==> config.mk <==
export PLATFORM = sky130hd
export DESIGN_NAME = trl_out_skid
export DESIGN_NICKNAME = d
export VERILOG_FILES = /design/src/trl_pkg.sv /design/src/trl_out_skid.sv
export SDC_FILE = /design/constraint.sdc
export NUM_CORES = 1
export LEC_CHECK = 0
export CAP_MARGIN = 20
export CELL_PAD_IN_SITES_DETAIL_PLACEMENT = 0
export CELL_PAD_IN_SITES_GLOBAL_PLACEMENT = 1
export CORE_MARGIN = 4
export CORE_UTILIZATION = 30
export DETAILED_ROUTE_END_ITERATION = 6
export DONT_BUFFER_PORTS = 1
export GPL_TIMING_DRIVEN = 0
export MAX_ROUTING_LAYER = met4
export PLACE_DENSITY_LB_ADDON = 0.2
export SYNTH_ARGS = -nofsm -noshare
export SYNTH_HDL_FRONTEND = slang
export SYNTH_SLANG_ARGS = --single-unit
==> constraint.sdc <==
create_clock -name clk -period 33.9 [get_ports clk]
set_input_delay 5.085 -clock clk [delete_from_list [all_inputs] [get_ports clk]]
set_output_delay 5.085 -clock clk [all_outputs]
set_load 0.02 [all_outputs]
==> src/trl_pkg.sv <==
// ----------------------------------------------------------------------------
// trl_pkg
// Shared widths, status codes, result type and the square root step.
// ----------------------------------------------------------------------------
package trl_pkg;

  localparam int COORD_W     = 24;
  localparam int RAD_W       = 23;
  localparam int OUT_W       = 26;
  localparam int TOL_W       = 16;
  localparam int IN_TDATA_W  = 216;
  localparam int OUT_TDATA_W = 160;
  localparam int STATUS_W    = 2;

  localparam int SQ_W      = 50;
  localparam int SQ_STEPS  = 25;
  localparam int DIV_W     = 52;
  localparam int DA_STEPS  = 25;
  localparam int DP_STEPS  = 24;

  localparam logic [TOL_W-1:0] TOL_RESET = 16'd1;

  localparam logic [STATUS_W-1:0] ST_NONE    = 2'd0;
  localparam logic [STATUS_W-1:0] ST_ONE     = 2'd1;
  localparam logic [STATUS_W-1:0] ST_TWO     = 2'd2;
  localparam logic [STATUS_W-1:0] ST_NOMATCH = 2'd3;

  typedef struct packed {
    logic [STATUS_W-1:0]    status;
    logic signed [OUT_W-1:0] c1x;
    logic signed [OUT_W-1:0] c1y;
    logic signed [OUT_W-1:0] c2x;
    logic signed [OUT_W-1:0] c2y;
    logic signed [OUT_W-1:0] fx;
    logic signed [OUT_W-1:0] fy;
  } trl_out_t;

  typedef struct packed {
    logic [SQ_W-1:0] rem;
    logic [SQ_W-1:0] root;
  } sqrt_t;

  // one digit of the restoring square root
  function automatic sqrt_t sqrt_step(input logic [SQ_W-1:0] rem,
                                      input logic [SQ_W-1:0] root,
                                      input logic [SQ_W-1:0] bitv);
    logic [SQ_W:0] t;
    sqrt_t res;
    t = {1'b0, root} + {1'b0, bitv};
    if ({1'b0, rem} >= t) begin
      res.rem  = rem - t[SQ_W-1:0];
      res.root = (root >> 1) + bitv;
    end else begin
      res.rem  = rem;
      res.root = root >> 1;
    end
    return res;
  endfunction

endpackage

==> src/trl_out_skid.sv <==
// ----------------------------------------------------------------------------
// trl_out_skid
// Output register with one skid entry; ready toward the pipeline is registered.
// ----------------------------------------------------------------------------
module trl_out_skid (
  input  logic              clk,
  input  logic              rst,
  input  logic              in_valid,
  input  trl_pkg::trl_out_t in_data,
  output logic              in_ready,
  output logic              out_valid,
  output trl_pkg::trl_out_t out_data,
  input  logic              out_ready
);

  logic              skid_valid;
  trl_pkg::trl_out_t skid_data;

  assign in_ready = ~skid_valid;

  always_ff @(posedge clk) begin
    if (rst) begin
      out_valid  <= 1'b0;
      skid_valid <= 1'b0;
    end else if (out_valid && !out_ready) begin
      if (in_valid && !skid_valid) begin
        skid_valid <= 1'b1;
      end
    end else if (skid_valid) begin
      out_valid  <= 1'b1;
      skid_valid <= 1'b0;
    end else begin
      out_valid <= in_valid;
    end
  end

  always_ff @(posedge clk) begin
    if (out_valid && !out_ready) begin
      if (in_valid && !skid_valid) begin
        skid_data <= in_data;
      end
    end else if (skid_valid) begin
      out_data <= skid_data;
    end else begin
      out_data <= in_data;
    end
  end

endmodule

==> results.py <==
metrics = {
    "outcome": {
        "outcome": "complete, no violations",
    },
    "clocking": {
        "holdBufCountCts": 0,
        "clk_pin_slew_ns": 0.06,
        "cts_setup_buffers": 0,
        "cts_resized": 0,
        "htree_levels": 2,
        "cts_buffers": 36,
        "clockBufferDepth": 3,
        "clkSinkCount": 318,
        "clock_latency_ns": 0.54,
        "cts_tree": "built",
        "root_buffer": "clkbuf_16",
    },
    "timing": {
        "fmax_ghz": 0.133,
        "maxSlewViolCount": 0,
        "fin_crit_sh_pct": 22.1,
        "hold-worst-slack_ns": 0.529,
        "period_minus_slack_ns": 7.49,
        "hold_viol": 0,
        "fin_skew_ns": 0.0219,
        "max_slew_margin_pct": 42.7,
        "worst_slack_ns": 26.41,
        "rsz0062_at_grt": "false",
        "setup_violations": 0,
        "worst_pin_slew_ns": 0.859,
    },
    "finish": {
        "layout-drive-gt1-share_pct": 42.2,
        "nNetsFinal": 718,
        "area_delta_synth_final_pct": 16.6,
        "finalNonFillerCells": 1096,
    },
    "place": {
        "pre_cts_ws_ns": 25.74,
        "placedCellCount": 1036,
        "port_buffers": 0,
        "dp_hpwl_um": 17900,
        "routabilityCongestion": 0.720,
    },
    "logic_synthesis": {
        "synth_flop_cell": "edfxtp_1",
        "yosys-top-cells-count": "edfxtp_1, mux2_4, mux2_2",
        "synth_area_um2": 11800,
        "synthArstFlopShare_pct": 0,
        "synth.most_common_cell": "edfxtp_1",
        "syn_nets": 662,
        "synth.yosys.seq_area_share_pct": 80.6,
        "synth_top_area_share_pct": 80.2,
        "yosys.area.top_type": "edfxtp_1",
        "synth-seq-cells": 318,
        "ys_types": 12,
        "ys_warn_count": 0,
        "synth-edff-count": 316,
        "synth_area_leaders": "edfxtp_1, mux2_4, mux2_2, buf_6, dfxtp_1",
        "syn_avg_cell_area_um2": 23.7,
        "synthCells": 500,
    },
    "critical_path": {
        "regToRegEndpoint": "skid_data[127]",
        "worst_setup_path_end_kind": "flop",
        "reg2reg_depth": 8,
        "required_ns": 34.14,
        "r2r-start": "out_valid",
        "r2r_slack_ns": 30.46,
        "crit_fanout": 58,
        "critPathKind": "in2reg",
        "endpoint": "skid_data[127]",
        "critPathLaunchType": "input port",
        "cp-startpoint": "out_ready",
        "worst-endpoint-arrival_ns": 7.73,
    },
    "pwr": {
        "p_per_area_nw_per_um2": 63.2,
        "switching_share_pct": 21.8,
        "total_power_mw": 0.872,
        "cellLeakagePower_nw": 4.71,
        "power_frac_clock_pct": 41.2,
        "power.share.combinational_pct": 3.1,
        "p_seq_share_pct": 55.6,
        "net-switching-power_mw": 0.191,
        "intPower_mw": 0.681,
        "vdd_drop_max_uv": 43.9,
    },
    "floorplanning": {
        "rows": 72,
        "fp.dieH_um": 207,
        "io_pins": 322,
        "die_area_um2": 42700,
        "start_util_pct": 30.5,
        "die_w_um": 207,
        "core_region_area_um2": 38800,
    },
    "global_route": {
        "grt_pass1_vias": 5278,
        "grt_start_max_net_pins": 59,
        "grt_usage_pct": 11.8,
        "overflow": 0,
        "grt_pass1_wl_um": 36000,
        "antenna_found_initial": 1,
    },
    "worst_hold_path": {
        "hold_path.class": "reg2reg",
    },
    "detailed_routing": {
        "drt_iter0_markers": 199,
        "route.vias.total": 4857,
        "drtPass1Iterations": 4,
        "antenna_left": 0,
        "wirelength_um": 25400,
        "drc": 0,
        "via_per_inst": 4.43,
        "wire_per_inst_um": 23.2,
    },
    "job": {
        "drv_cap": 0,
    },
}
-- critical path, cell delays in order --
cell	delay, ns
nand2b_4	0.50
buf_16	0.44
buf_16	0.24
nor3b_2	0.64
buf_6	0.26
buf_6	0.16
buf_6	0.17
buf_6	0.19
-- through the flow --
step                TNS (ns)  util [%]  instance area (um2)
finish                     0      35.5                13800
detailed placement         0      32.8                12700
floorplan                  0         -                11800
global route               0      35.5                13800
global placement    -1098.96      32.1                12500
CTS                        0      35.5                13800
-- how the worst min path moves through the flow --
stage	depth (start not counted)	endpoint	slack (ns)	start
finish	1	out_data[149]	0.53	skid_data[149]
global route	1	out_data[149]	0.54	skid_data[149]
floorplan	1	out_data[154]	0.52	skid_data[154]
global placement	1	out_data[156]	0.53	skid_data[156]
CTS	1	out_data[149]	0.53	skid_data[149]
detailed placement	1	out_data[54]	0.53	skid_data[54]
-- registers in the layout (all words and copies together) (netlist names) --
| signal | flops |
|---|---|
| skid_data | 158 |
| out_data | 158 |
| out_valid | 1 |
| skid_valid | 1 |
-- final cells by class --
cell class / instances / area, um2
clock buffers: 42 / 923
inverters: 1 / 3.75
well taps: 518 / 648
fillers: 3586 / 25000
diodes: 2 / 5.00
repair buffers: 18 / 235
multi-input cells: 163 / 2150
plain buffers: 18 / 159
clock inverters: 16 / 143
flip-flops and latches: 318 / 9530
-- cell families after synthesis --
family	share of synthesized area (%)
compound gates	0.0423
buf+inv	1.38
flops	80.6
mux	17.8
simple gates	0.190
-- power groups by stage --
stage	Clock [mW]	Combinational (mW)	Sequential, mW
6_report	0.360	0.0272	0.485
5_1_grt	0.392	0.0296	0.487
4_1_cts	0.374	0.0279	0.486
3_5_place_dp	0	0.0280	0.494
3_3_place_gp	0	0.0243	0.502
2_1_floorplan	0	0.0208	0.492
-- placed cells by master (no fill, tap or decap) --
master | netlist | layout
mux2_2 | 71 | 71
nor3_1 | 1 | 1
mux2_4 | 87 | 87
edfxtp_1 | 316 | 316
nor3b_2 | 0 | 1
inv_1 | 1 | 1
clkinv_1 | 0 | 5
inv_6 | 0 | 1
clkinv_8 | 0 | 1
buf_16 | 0 | 2
clkbuf_1 | 0 | 6
buf_2 | 7 | 7
nor2_1 | 1 | 1
a21oi_1 | 1 | 1
clkinv_4 | 0 | 1
clkbuf_16 | 0 | 36
dfxtp_1 | 2 | 2
nand2b_4 | 0 | 1
bufinv_16 | 0 | 2
buf_6 | 11 | 27
diode_2 | 0 | 2
clkinv_2 | 0 | 6
-- layer usage --
layer | vias up | part of all wire [%] | track usage (%)
li1 | 2107 | - | -
met1 | 2480 | 36 | 12.9
met2 | 219 | 47 | 17.4
met3 | 51 | 14 | 6.95
met4 | 0 | 3.1 | 5.04
met5 | - | 0 | -
No activity file was read; power rests on OpenSTA's default activity.
